## config.mk

```make
export PLATFORM = sky130hd
export DESIGN_NAME = card_number_luhn_classifier_core
export DESIGN_NICKNAME = d
export VERILOG_FILES = /design/src/hdl/cnlc_pkg.sv /design/src/hdl/cnlc_ctrl.sv /design/src/hdl/cnlc_datapath.sv /design/src/hdl/card_number_luhn_classifier_core.sv
export VERILOG_INCLUDE_DIRS = /design/src /design/src/hdl
export SDC_FILE = /design/constraint.sdc
export NUM_CORES = 1
export LEC_CHECK = 0
export BUFFER_PORTS_ARGS = -buffer_cell sky130_fd_sc_hd__buf_4
export CAP_MARGIN = 10
export CORE_MARGIN = 1
export CORE_UTILIZATION = 55
export CTS_CLUSTER_DIAMETER = 60
export DETAILED_ROUTE_END_ITERATION = 10
export PLACE_DENSITY = 0.83
export SYNTH_ARGS = -nofsm -noshare
export SYNTH_HDL_FRONTEND = slang
export SYNTH_HIERARCHICAL = 1
export SYNTH_SLANG_ARGS = --single-unit
```

## constraint.sdc

```tcl
create_clock -name clk_i -period 7.4 [get_ports clk_i]
set_input_delay 1.48 -clock clk_i [delete_from_list [all_inputs] [get_ports clk_i]]
set_output_delay 1.48 -clock clk_i [all_outputs]
set_load 0.03 [all_outputs]
```

## src/hdl/card_number_luhn_classifier_core_defines.svh

```systemverilog
// Assertion macros for the card number classifier.
`ifndef CARD_NUMBER_LUHN_CLASSIFIER_CORE_DEFINES_SVH
`define CARD_NUMBER_LUHN_CLASSIFIER_CORE_DEFINES_SVH

`ifndef SYNTHESIS

`define CNLC_ASSERT_IMP(lbl, clk, rstn, ante, cons) \
  lbl: assert property (@(posedge clk) disable iff (!rstn) (ante) |-> (cons)) \
    else $error("cnlc: implication check failed");

`define CNLC_ASSERT_NXT(lbl, clk, rstn, ante, cons) \
  lbl: assert property (@(posedge clk) disable iff (!rstn) (ante) |=> (cons)) \
    else $error("cnlc: next-cycle check failed");

`else

`define CNLC_ASSERT_IMP(lbl, clk, rstn, ante, cons)

`define CNLC_ASSERT_NXT(lbl, clk, rstn, ante, cons)

`endif

`endif

```

## src/hdl/cnlc_pkg.sv

```systemverilog
// Shared types, constants and digit helpers for the card number classifier.
package cnlc_pkg;

  localparam int CardW     = 54;
  localparam int ConvBits  = 3;
  localparam int ConvSteps = CardW / ConvBits;
  localparam int BcdDigits = 18;
  localparam int BcdW      = BcdDigits * 4;
  localparam int ScanSteps = BcdDigits / 2;
  localparam int CntW      = 5;
  localparam int PosW      = 4;
  localparam int DigCntW   = 5;
  localparam int LeadW     = 7;

  localparam logic [LeadW-1:0]   DecBase   = 7'd10;
  localparam logic [DigCntW-1:0] LenAmex   = 5'd15;
  localparam logic [DigCntW-1:0] LenLong   = 5'd16;
  localparam logic [DigCntW-1:0] LenShort  = 5'd13;
  localparam logic [LeadW-1:0]   AmexPfxA  = 7'd34;
  localparam logic [LeadW-1:0]   AmexPfxB  = 7'd37;
  localparam logic [LeadW-1:0]   MasterLo  = 7'd51;
  localparam logic [LeadW-1:0]   MasterHi  = 7'd55;
  localparam logic [3:0]         VisaLead  = 4'd4;

  typedef enum logic [1:0] {
    ClsInvalid = 2'd0,
    ClsAmex    = 2'd1,
    ClsMaster  = 2'd2,
    ClsVisa    = 2'd3
  } card_class_e;

  typedef enum logic [1:0] {
    StIdle,
    StConv,
    StScan,
    StFin
  } ctl_state_e;

  typedef struct packed {
    logic load;
    logic conv;
    logic scan;
    logic emit;
  } dp_cmd_t;

  function automatic logic [3:0] luhn_dbl(input logic [3:0] d);
    logic [4:0] p;
    begin
      p = {d, 1'b0};
      if (p >= 5'd10) begin
        p = p - 5'd9;
      end
      return p[3:0];
    end
  endfunction

  function automatic logic [3:0] mod10(input logic [4:0] v);
    logic [4:0] r;
    begin
      r = v;
      if (r >= 5'd20) begin
        r = r - 5'd20;
      end else if (r >= 5'd10) begin
        r = r - 5'd10;
      end
      return r[3:0];
    end
  endfunction

endpackage

```

## src/hdl/cnlc_ctrl.sv

```systemverilog
// Sequencer for the card number classifier: conversion, digit scan, result hand-off.
module cnlc_ctrl (
  input  logic              clk_i,
  input  logic              rst_ni,
  input  logic              in_valid_i,
  output logic              in_ready_o,
  output logic              out_valid_o,
  input  logic              out_ready_i,
  output cnlc_pkg::dp_cmd_t cmd_o
);

  cnlc_pkg::ctl_state_e state_q, state_d;
  logic [cnlc_pkg::CntW-1:0] cnt_q, cnt_d;
  logic out_valid_q, out_valid_d;
  logic emit_ok;
  logic conv_last, scan_last;

  assign emit_ok   = !out_valid_q || out_ready_i;
  assign conv_last = (cnt_q == cnlc_pkg::CntW'(cnlc_pkg::ConvSteps - 1));
  assign scan_last = (cnt_q == cnlc_pkg::CntW'(cnlc_pkg::ScanSteps - 1));

  always_comb begin
    state_d = state_q;
    cnt_d   = cnt_q;
    unique case (state_q)
      cnlc_pkg::StIdle: begin
        cnt_d = '0;
        if (in_valid_i) begin
          state_d = cnlc_pkg::StConv;
        end
      end
      cnlc_pkg::StConv: begin
        if (conv_last) begin
          state_d = cnlc_pkg::StScan;
          cnt_d   = '0;
        end else begin
          cnt_d = cnt_q + 1'b1;
        end
      end
      cnlc_pkg::StScan: begin
        if (scan_last) begin
          state_d = cnlc_pkg::StFin;
          cnt_d   = '0;
        end else begin
          cnt_d = cnt_q + 1'b1;
        end
      end
      cnlc_pkg::StFin: begin
        if (emit_ok) begin
          state_d = cnlc_pkg::StIdle;
        end
      end
      default: begin
        state_d = cnlc_pkg::StIdle;
      end
    endcase
  end

  always_comb begin
    in_ready_o = 1'b0;
    cmd_o      = '0;
    unique case (state_q)
      cnlc_pkg::StIdle: begin
        in_ready_o = 1'b1;
        cmd_o.load = in_valid_i;
      end
      cnlc_pkg::StConv: begin
        cmd_o.conv = 1'b1;
      end
      cnlc_pkg::StScan: begin
        cmd_o.scan = 1'b1;
      end
      cnlc_pkg::StFin: begin
        cmd_o.emit = emit_ok;
      end
      default: begin
        in_ready_o = 1'b0;
      end
    endcase
  end

  always_comb begin
    out_valid_d = out_valid_q;
    if (cmd_o.emit) begin
      out_valid_d = 1'b1;
    end else if (out_ready_i) begin
      out_valid_d = 1'b0;
    end
  end

  always_ff @(posedge clk_i or negedge rst_ni) begin
    if (!rst_ni) begin
      state_q     <= cnlc_pkg::StIdle;
      cnt_q       <= '0;
      out_valid_q <= 1'b0;
    end else begin
      state_q     <= state_d;
      cnt_q       <= cnt_d;
      out_valid_q <= out_valid_d;
    end
  end

  assign out_valid_o = out_valid_q;

endmodule

```

## src/hdl/cnlc_datapath.sv

```systemverilog
// Datapath: binary to BCD conversion, Luhn digit scan and classification.
module cnlc_datapath (
  input  logic                             clk_i,
  input  logic                             rst_ni,
  input  cnlc_pkg::dp_cmd_t                cmd_i,
  input  logic [cnlc_pkg::CardW-1:0]       card_number_i,
  output logic [1:0]                       card_class_o,
  output logic [cnlc_pkg::DigCntW-1:0]     digit_count_o,
  output logic                             checksum_ok_o
);

  logic [cnlc_pkg::CardW-1:0]   bin_q, bin_d;
  logic [cnlc_pkg::BcdW-1:0]    bcd_q, bcd_d;
  logic [cnlc_pkg::PosW-1:0]    pos_q, pos_d;
  logic [3:0]                   sum_q, sum_d;
  logic [cnlc_pkg::DigCntW-1:0] count_q, count_d;
  logic [3:0]                   lead1_q, lead1_d;
  logic [cnlc_pkg::LeadW-1:0]   lead2_q, lead2_d;
  logic [3:0]                   prev_hi_q, prev_hi_d;
  logic [1:0]                   cls_q, cls_d;
  logic [cnlc_pkg::DigCntW-1:0] cnt_out_q;
  logic                         ok_q, ok_d;

  logic [3:0] lo_dig, hi_dig;
  logic [cnlc_pkg::DigCntW-1:0] pos_odd, pos_even;

  function automatic logic [cnlc_pkg::BcdW-1:0] dabble(
    input logic [cnlc_pkg::BcdW-1:0]     bcd,
    input logic [cnlc_pkg::ConvBits-1:0] bits
  );
    logic [cnlc_pkg::BcdW-1:0] b;
    begin
      b = bcd;
      for (int s = cnlc_pkg::ConvBits - 1; s >= 0; s--) begin
        for (int k = 0; k < cnlc_pkg::BcdDigits; k++) begin
          if (b[4*k +: 4] >= 4'd5) begin
            b[4*k +: 4] = b[4*k +: 4] + 4'd3;
          end
        end
        b = {b[cnlc_pkg::BcdW-2:0], bits[s]};
      end
      return b;
    end
  endfunction

  assign lo_dig   = bcd_q[3:0];
  assign hi_dig   = bcd_q[7:4];
  assign pos_odd  = {pos_q, 1'b1};
  assign pos_even = {pos_q, 1'b0} + cnlc_pkg::DigCntW'(2);

  always_comb begin
    bin_d     = bin_q;
    bcd_d     = bcd_q;
    pos_d     = pos_q;
    sum_d     = sum_q;
    count_d   = count_q;
    lead1_d   = lead1_q;
    lead2_d   = lead2_q;
    prev_hi_d = prev_hi_q;
    if (cmd_i.load) begin
      bin_d     = card_number_i;
      bcd_d     = '0;
      pos_d     = '0;
      sum_d     = '0;
      count_d   = '0;
      lead1_d   = '0;
      lead2_d   = '0;
      prev_hi_d = '0;
    end else if (cmd_i.conv) begin
      bcd_d = dabble(bcd_q, bin_q[cnlc_pkg::CardW-1 -: cnlc_pkg::ConvBits]);
      bin_d = {bin_q[cnlc_pkg::CardW-cnlc_pkg::ConvBits-1:0], {cnlc_pkg::ConvBits{1'b0}}};
    end else if (cmd_i.scan) begin
      bcd_d = {8'd0, bcd_q[cnlc_pkg::BcdW-1:8]};
      pos_d = pos_q + 1'b1;
      sum_d = cnlc_pkg::mod10({1'b0, sum_q} + {1'b0, lo_dig}
                              + {1'b0, cnlc_pkg::luhn_dbl(hi_dig)});
      prev_hi_d = hi_dig;
      if (hi_dig != 4'd0) begin
        count_d = pos_even;
        lead1_d = hi_dig;
        lead2_d = cnlc_pkg::LeadW'(hi_dig) * cnlc_pkg::DecBase + cnlc_pkg::LeadW'(lo_dig);
      end else if (lo_dig != 4'd0) begin
        count_d = pos_odd;
        lead1_d = lo_dig;
        lead2_d = cnlc_pkg::LeadW'(lo_dig) * cnlc_pkg::DecBase + cnlc_pkg::LeadW'(prev_hi_q);
      end
    end
  end

  always_comb begin
    ok_d  = (sum_q == 4'd0);
    cls_d = cnlc_pkg::ClsInvalid;
    if (ok_d) begin
      if (count_q == cnlc_pkg::LenAmex &&
          (lead2_q == cnlc_pkg::AmexPfxA || lead2_q == cnlc_pkg::AmexPfxB)) begin
        cls_d = cnlc_pkg::ClsAmex;
      end else if (count_q == cnlc_pkg::LenLong &&
                   lead2_q >= cnlc_pkg::MasterLo && lead2_q <= cnlc_pkg::MasterHi) begin
        cls_d = cnlc_pkg::ClsMaster;
      end else if ((count_q == cnlc_pkg::LenShort || count_q == cnlc_pkg::LenLong) &&
                   lead1_q == cnlc_pkg::VisaLead) begin
        cls_d = cnlc_pkg::ClsVisa;
      end
    end
  end

  always_ff @(posedge clk_i or negedge rst_ni) begin
    if (!rst_ni) begin
      pos_q <= '0;
    end else begin
      pos_q <= pos_d;
    end
  end

  always_ff @(posedge clk_i) begin
    bin_q     <= bin_d;
    bcd_q     <= bcd_d;
    sum_q     <= sum_d;
    count_q   <= count_d;
    lead1_q   <= lead1_d;
    lead2_q   <= lead2_d;
    prev_hi_q <= prev_hi_d;
    if (cmd_i.emit) begin
      cls_q     <= cls_d;
      cnt_out_q <= count_q;
      ok_q      <= ok_d;
    end
  end

  assign card_class_o  = cls_q;
  assign digit_count_o = cnt_out_q;
  assign checksum_ok_o = ok_q;

endmodule

```

## src/hdl/card_number_luhn_classifier_core.sv

```systemverilog
// Card number classifier: Luhn mod-10 check and AMEX/MASTERCARD/VISA classification.
// Each beat passes through the conversion, scan and finish states in turn, with the
// shift-add-3 converter (3 bits per cycle over 54 bits) and the two-digit-per-cycle scan
// of 18 BCD digits; in_ready_o stays low until idle, so beats do not overlap.
// A finished result waits in the output register; the next beat is taken meanwhile.
// Reset (rst_ni low, asynchronous) returns the sequencer to idle and drops any result.
`include "card_number_luhn_classifier_core_defines.svh"

module card_number_luhn_classifier_core (
  input  logic                         clk_i,
  input  logic                         rst_ni,
  input  logic                         in_valid_i,
  output logic                         in_ready_o,
  input  logic [cnlc_pkg::CardW-1:0]   card_number_i,
  output logic                         out_valid_o,
  input  logic                         out_ready_i,
  output logic [1:0]                   card_class_o,
  output logic [cnlc_pkg::DigCntW-1:0] digit_count_o,
  output logic                         checksum_ok_o
);

  cnlc_pkg::dp_cmd_t cmd;

  cnlc_ctrl u_ctrl (
    .clk_i      (clk_i),
    .rst_ni     (rst_ni),
    .in_valid_i (in_valid_i),
    .in_ready_o (in_ready_o),
    .out_valid_o(out_valid_o),
    .out_ready_i(out_ready_i),
    .cmd_o      (cmd)
  );

  cnlc_datapath u_dp (
    .clk_i        (clk_i),
    .rst_ni       (rst_ni),
    .cmd_i        (cmd),
    .card_number_i(card_number_i),
    .card_class_o (card_class_o),
    .digit_count_o(digit_count_o),
    .checksum_ok_o(checksum_ok_o)
  );

  `CNLC_ASSERT_NXT(a_busy_after_beat, clk_i, rst_ni, in_valid_i && in_ready_o, !in_ready_o)
  `CNLC_ASSERT_IMP(a_class_needs_ok, clk_i, rst_ni, out_valid_o && card_class_o != cnlc_pkg::ClsInvalid, checksum_ok_o)
  `CNLC_ASSERT_IMP(a_amex_len, clk_i, rst_ni, out_valid_o && card_class_o == cnlc_pkg::ClsAmex, digit_count_o == cnlc_pkg::LenAmex)
  `CNLC_ASSERT_IMP(a_visa_len, clk_i, rst_ni, out_valid_o && card_class_o == cnlc_pkg::ClsVisa, digit_count_o == cnlc_pkg::LenShort || digit_count_o == cnlc_pkg::LenLong)

endmodule
```

==> impl_metrics.toml, run 1 <==
[clock_network]
post-cts-setup-buffer-count = 0
cts_root_buffer = "clkbuf_16"
cts_num_sinks = 170
clk_latency_ns = 0.44
cts_buffers = 17
htreeDepth = 4
path_clk_slew_ns = 0.07
cts_hold_buffers = 0
cts_tree = "yes"
ctsResizeCount = 0
clock_path_buffers = 2

[sta]
skew_ns = 0.0147
drv_slew = 0
maxSlewHeadroom_pct = 30.0
max_freq_mhz = 213
rsz0062_at_grt = "false"
setup_viol = 0
layout_min_cycle_time_ns = 4.69
setup_tns_ns = 0
tightest_slew_ns = 1.05
finalHoldViolations = 0
fin_ws_ns = 2.71
finalCritPeriodShare_pct = 63.3

[finish]
n_antenna_cell = 0
area_growth_pct = 9.17
ff_latch_area_sq_um = 4080
layout.cells.non_filler = 1939
drive_gt1_share_pct = 12.3
nets = 1806
multi_input_area_sq_um = 9030
fillers = 1988

[global_routing]
antenna_found_initial = 0
grt_pass1_wl_mm = 53.0
grt_pass1_vias = 11300
globalRouteTotalUtil_pct = 24.7
grt_max_degree = 78
overflow = 0

[logic_synthesis]
synth_cell_types = 79
synth_area_leaders = "dfxtp_1, edfxtp_1, ha_1"
yosysSeqAreaShare_pct = 29.3
synth_edf_count = 62
synth_area_sq_um = 13900
synth_most_common_cell = "ha_1"
yosys-top-cells-count = "ha_1, inv_1, nor2_1"
yosys_warnings = 6
synth_top_area_share_pct = 13.8
async_reset_ff_share_pct = 7.06
synth_seq_cells = 170
synth-main-ff-cell = "dfxtp_1"
synth_top_area_cell = "dfxtp_1"
avgSynthCellArea_sq_um = 8.81
synth_cells = 1582
synthesis.nets = 1786

[routing]
dr.first_iter.drc_count = 1006
ant_nets = 0
vias = 11500
viasPerCell = 5.92
wire_per_inst_um = 16.4
drt_pass1_iterations = 5
route.detailed.drc = 0
wl_mm = 31.8

[setup_path]
critPathMaxFanout = 6
cp.required_ns = 7.74
crit_chain = "inv_1, ha_1, nand2b_1, a21o_4, xnor2_1, inv_1, fa_1, inv_1, ha_1, fa_1, xor2_1, inv_1, ha_1, a311o_1, mux2_2, or4_1, o311ai_1"
reg2reg_depth = 17
worst-setup-path-type = "register to register"
end_kind = "register"
slowest_stage = "fa_1"
critPathMostFrequentCell = "inv_1"
slowest_delay_ns = 0.50
arrival_ns = 5.02
critPathLaunchType = "register"

[outcome]
outcome = "completed"

[floorplanning]
initial_core_util_pct = 56.7
core_sq_um = 24600
dieWidth_um = 161
fp-row-count = 57
fp.dieArea_sq_um = 26000
ios = 68
chipHeight_um = 161

[min_path]
worst_hold_path_type = "register to register"
whs_path_depth = 2

[placement]
place_congestion = 0.848
port_buffers = 67
hpwl_mm = 22.5
dp_slack_ns = 2.82
placed_cells = 1906

[flow_run]
cap_violations = 0
## cell type report
cell class	instances	share of cell area, %
Multi-Input combinational cell	1194	59.3
Timing Repair Buffer	75	3.75
Inverter	144	3.55
Clock inverter	14	0.945
Clock buffer	18	2.96
Tap cell	324	2.66
Sequential cell	170	26.8
## path summary, 6_finish.rpt
kind	startpoint	end	slack [ns]
min in group asynchronous	rst_ni	u_ctrl/cnt_q[0]	0.86
min reg2reg	u_dp/prev_hi_q[0]	u_dp/prev_hi_q[0]	0.46
max reg2reg	u_dp/bcd_q[5]	u_dp/sum_q[1]	2.71
max in group asynchronous	rst_ni	u_dp/pos_q[1]	6.38
min	u_dp/prev_hi_q[0]	u_dp/prev_hi_q[0]	0.46
max	u_dp/bcd_q[5]	u_dp/sum_q[1]	2.71
## flip-flops by register name, summed over array words and instances (netlist names)
signal / flops
u_ctrl/cnt_q: 5
u_dp/lead2_q: 7
u_dp/bin_q: 54
u_dp/bcd_q: 72
u_dp/lead1_q: 4
u_ctrl/out_valid_o: 1
u_ctrl/state_q: 2
u_dp/card_class_o: 2
u_dp/prev_hi_q: 4
u_dp/pos_q: 4
u_dp/count_q: 5
u_dp/digit_count_o: 5
u_dp/checksum_ok_o: 1
u_dp/sum_q: 4
## per-layer routing
metal / up-vias / global-route usage [%] / routed length (um)
met3: 64 / 2.59 / 1230
met4: 0 / 8.58 / 651
met5: - / 0 / 0
li1: 5679 / - / -
met1: 5433 / 29.6 / 13500
met2: 305 / 45.5 / 16500
## stage by stage
stage                     cell area, sq um  utilization, %  hold slack, ns
after floorplan                      13900               -           0.435
after global placement               14600            59.4           0.444
after detailed placement             14600            59.4           0.449
after CTS                            15200            61.8           0.458
after global routing                 15200            61.9           0.502
final                                15200            61.9           0.460
## kinds of logic after synthesis
kind of cell               share of synthesized area [%]
AOI/OAI and AO/OA                                   18.8
muxes                                               12.2
DFF                                                 29.3
xor gates and xnor gates                            4.39
adders and majority gates                           13.5
and+or+nand+nor                                     15.6
buffers and inverters                               6.11
## cell usage in the layout, fill, tap and decap left out, drive strengths merged, types with 8 or more instances in the layout
master and n:
fa 8, or3 14, nor3b 32, o21ai 105, ha 138, nand3 8
dfxtp 96, nand4b 15, buf 75, dfrtp 12, a21o 26, edfxtp 62
inv 153, and2 8, o31a 13, o22ai 19, a211oi 78, nor2 127
mux2i 106, nand2 71, nor3 22, o31ai 17, clkbuf 18, nand2b 42
o211ai 15, a21oi 89, nor2b 53, xnor2 64, mux2 56
## worst max-delay path: cells and delay by family (launching register included)
family / cells / cell delay (ns)
compound gates: 3 / 0.69
xor+xnor: 2 / 0.58
fa+ha+maj: 5 / 1.55
buf+inv: 4 / 0.46
flops: 1 / 0.44
mux: 1 / 0.28
simple gates: 2 / 0.57
Power of run 1 is not shown: default switching activity piles up to over one toggle a cycle in this logic, so the estimate is an artifact.
==> inputs of run 2 (changes only) <==
--- a/config.mk
+++ b/config.mk
@@ -6,6 +6,7 @@
 export SDC_FILE = /design/constraint.sdc
 export NUM_CORES = 1
 export LEC_CHECK = 0
+export ABC_AREA = 1
 export BUFFER_PORTS_ARGS = -buffer_cell sky130_fd_sc_hd__buf_4
 export CAP_MARGIN = 10
 export CORE_MARGIN = 1
==> constraint.sdc (replaced) <==
create_clock -name clk_i -period 4.58 [get_ports clk_i]
set_input_delay 0.916 -clock clk_i [delete_from_list [all_inputs] [get_ports clk_i]]
set_output_delay 0.916 -clock clk_i [all_outputs]
set_load 0.03 [all_outputs]
==> impl_metrics.toml, run 2 <==
[sta]
finalCritPeriodShare_pct = 82.1
skew_ns = 0.0119
setup_viol = 0
maxSlewHeadroom_pct = 33.8
drv_slew = 0
max_freq_mhz = 266
layout_min_cycle_time_ns = 3.76
tightest_slew_ns = 0.991
finalHoldViolations = 0
setup_tns_ns = 0
rsz0062_at_grt = "false"

[global_routing]
grt_pass1_vias = 12600
globalRouteTotalUtil_pct = 26.0
grt_max_degree = 68
antenna_found_initial = 0
grt_pass1_wl_mm = 56.7
use_met1_pct = 32.7
overflow = 0
use_met3_pct = 3.35
busiest_layer = "met2"
met2_usage_pct = 45.9

[routing]
vias = 13800
dr.first_iter.drc_count = 994
route.detailed.drc = 0
ant_nets = 0
wire_per_inst_um = 13.6
drt_pass1_iterations = 5
wl_mm = 34.2
viasPerCell = 5.46

[setup_path]
cp.required_ns = 4.87
worst-setup-path-type = "register to register"
arrival_ns = 4.05
critPathLaunchType = "register"
critPathMaxFanout = 9
end_kind = "register"

[logic_synthesis]
async_reset_ff_share_pct = 7.06
yosys-top-cells-count = "nand2_1, inv_1, nand3_1"
synth_top_area_share_pct = 18.8
synth_area_sq_um = 14100
avgSynthCellArea_sq_um = 6.62
synth_most_common_cell = "nand2_1"
synth_cells = 2135
synthesis.nets = 2339
synth_edf_count = 62
yosys_warnings = 6
synth_top_area_cell = "nand2_1"
yosysSeqAreaShare_pct = 28.9
synth_seq_cells = 170
synth_cell_types = 54
synth-main-ff-cell = "dfxtp_1"
synth_area_leaders = "nand2_1, dfxtp_1, edfxtp_1"

[floorplanning]
initial_core_util_pct = 56.1
dieWidth_um = 162
fp-row-count = 58
core_sq_um = 25200
chipHeight_um = 162
ios = 68
fp.dieArea_sq_um = 26300

[finish]
drive_gt1_share_pct = 8.47
nets = 2386
n_antenna_cell = 0
design_area_sq_um = 15500
top_register = "u_dp/bcd_q"
area_growth_pct = 9.93
top_regs = "u_dp/bcd_q (72), u_dp/bin_q (54), u_dp/lead2_q (7)"
largest_reg_flops = 72
layout.cells.non_filler = 2525
final_cell_mix = "nand2_1, inv_1, nand3_1, ha_1, dfxtp_1"
final_common_cell = "nand2_1"

[placement]
hpwl_mm = 24.7
port_buffers = 67
dpl-instance-area_sq_um = 14900
placed_cells = 2493
place_congestion = 0.927

[clock_network]
cts_root_buffer = "clkbuf_16"
htreeDepth = 4
cts_hold_buffers = 0
path_clk_slew_ns = 0.07
cts_tree = "yes"
cts_num_sinks = 170
clock_path_buffers = 2
clk_latency_ns = 0.44
ctsResizeCount = 0
cts_buffers = 17
post-cts-setup-buffer-count = 0

[outcome]
outcome = "completed"

[min_path]
worst_hold_path_type = "primary input to async pin"

[flow_run]
cap_violations = 0
run 2: cell types whose count changed in the layout (fill, tap and decap cells not counted), sizes merged, moves of 26 or more:
cell,previous run,this run
a211oi,78,3
a21o,26,0
inv,153,362
mux2,56,0
mux2i,106,0
nand2,71,725
nand2b,42,0
nand3,8,244
nand4,0,26
nor2,127,74
nor2b,53,0
nor3b,32,2
o22ai,19,52
xnor2,64,3
run 2: through the flow:
step | setup slack (ns) | utilization (%) | hold slack, ns
after detailed placement | 0.872 | 59.3 | 0.455
after floorplan | 1.27 | - | 0.429
after CTS | 0.845 | 61.7 | 0.293
final | 0.819 | 61.7 | 0.302
after global placement | 1.05 | 59.3 | 0.457
after global routing | 0.546 | 61.7 | 0.294
run 2: layout make-up:
cell class / instances / area, sq um
Fill cell: 2231 / 9640
Multi-Input combinational cell: 1562 / 8520
Sequential cell: 170 / 4080
Inverter: 356 / 1340
Timing Repair Buffer: 75 / 576
Clock buffer: 18 / 439
Tap cell: 330 / 413
Clock inverter: 14 / 169
run 2: final timing paths:
kind / start / to / slack, ns / cells past startpoint
worst max-delay path: u_dp/bcd_q[1] / u_dp/bcd_q[4] / 0.82 / 21
worst min-delay path: rst_ni / u_ctrl/cnt_q[3] / 0.30 / 1
worst max register to register: u_dp/bcd_q[1] / u_dp/bcd_q[4] / 0.82 / 21
worst min register to register: u_dp/count_q[4] / u_dp/digit_count_o[4] / 0.47 / 0
max in group asynchronous: rst_ni / u_dp/pos_q[0] / 4.11 / 1
min in group clk_i: u_dp/count_q[4] / u_dp/digit_count_o[4] / 0.47 / 0
run 2: logic make-up (layout without fill, tap and decap cells):
family,Yosys count,count (layout),share of synthesized area [%]
AO/OA/AOI/OAI,302,302,12.3
XOR/XNOR,13,13,0.859
adder cells (fa/ha/maj),146,146,13.3
buffers and inverters,403,463,10.9
flip-flops,170,170,28.9
AND/OR/NAND/NOR,1101,1101,33.7
run 2: worst max-delay path, stage by stage, from the launching register on:
cell and delay [ns]:
dfxtp_1 0.36, inv_1 0.33, ha_1 0.25, inv_1 0.06
o21ai_2 0.18, nand2_2 0.12, nand2_1 0.10, and2_1 0.21
ha_1 0.20, inv_1 0.05, or2_2 0.28, nand3_1 0.13
nand2_1 0.13, nand2_1 0.10, and2_1 0.17, ha_1 0.18
inv_1 0.05, or2_2 0.27, nand3_1 0.14, a21oi_1 0.08
a21oi_1 0.15, nor2_1 0.06
run 2: routing by layer:
layer / share of wire, % / wire, um
met4: 2.0 / 680
met5: 0 / 0
met1: 44 / 15100
met3: 4.7 / 1610
met2: 49 / 16800
Power of run 2 is left out for the same reason.
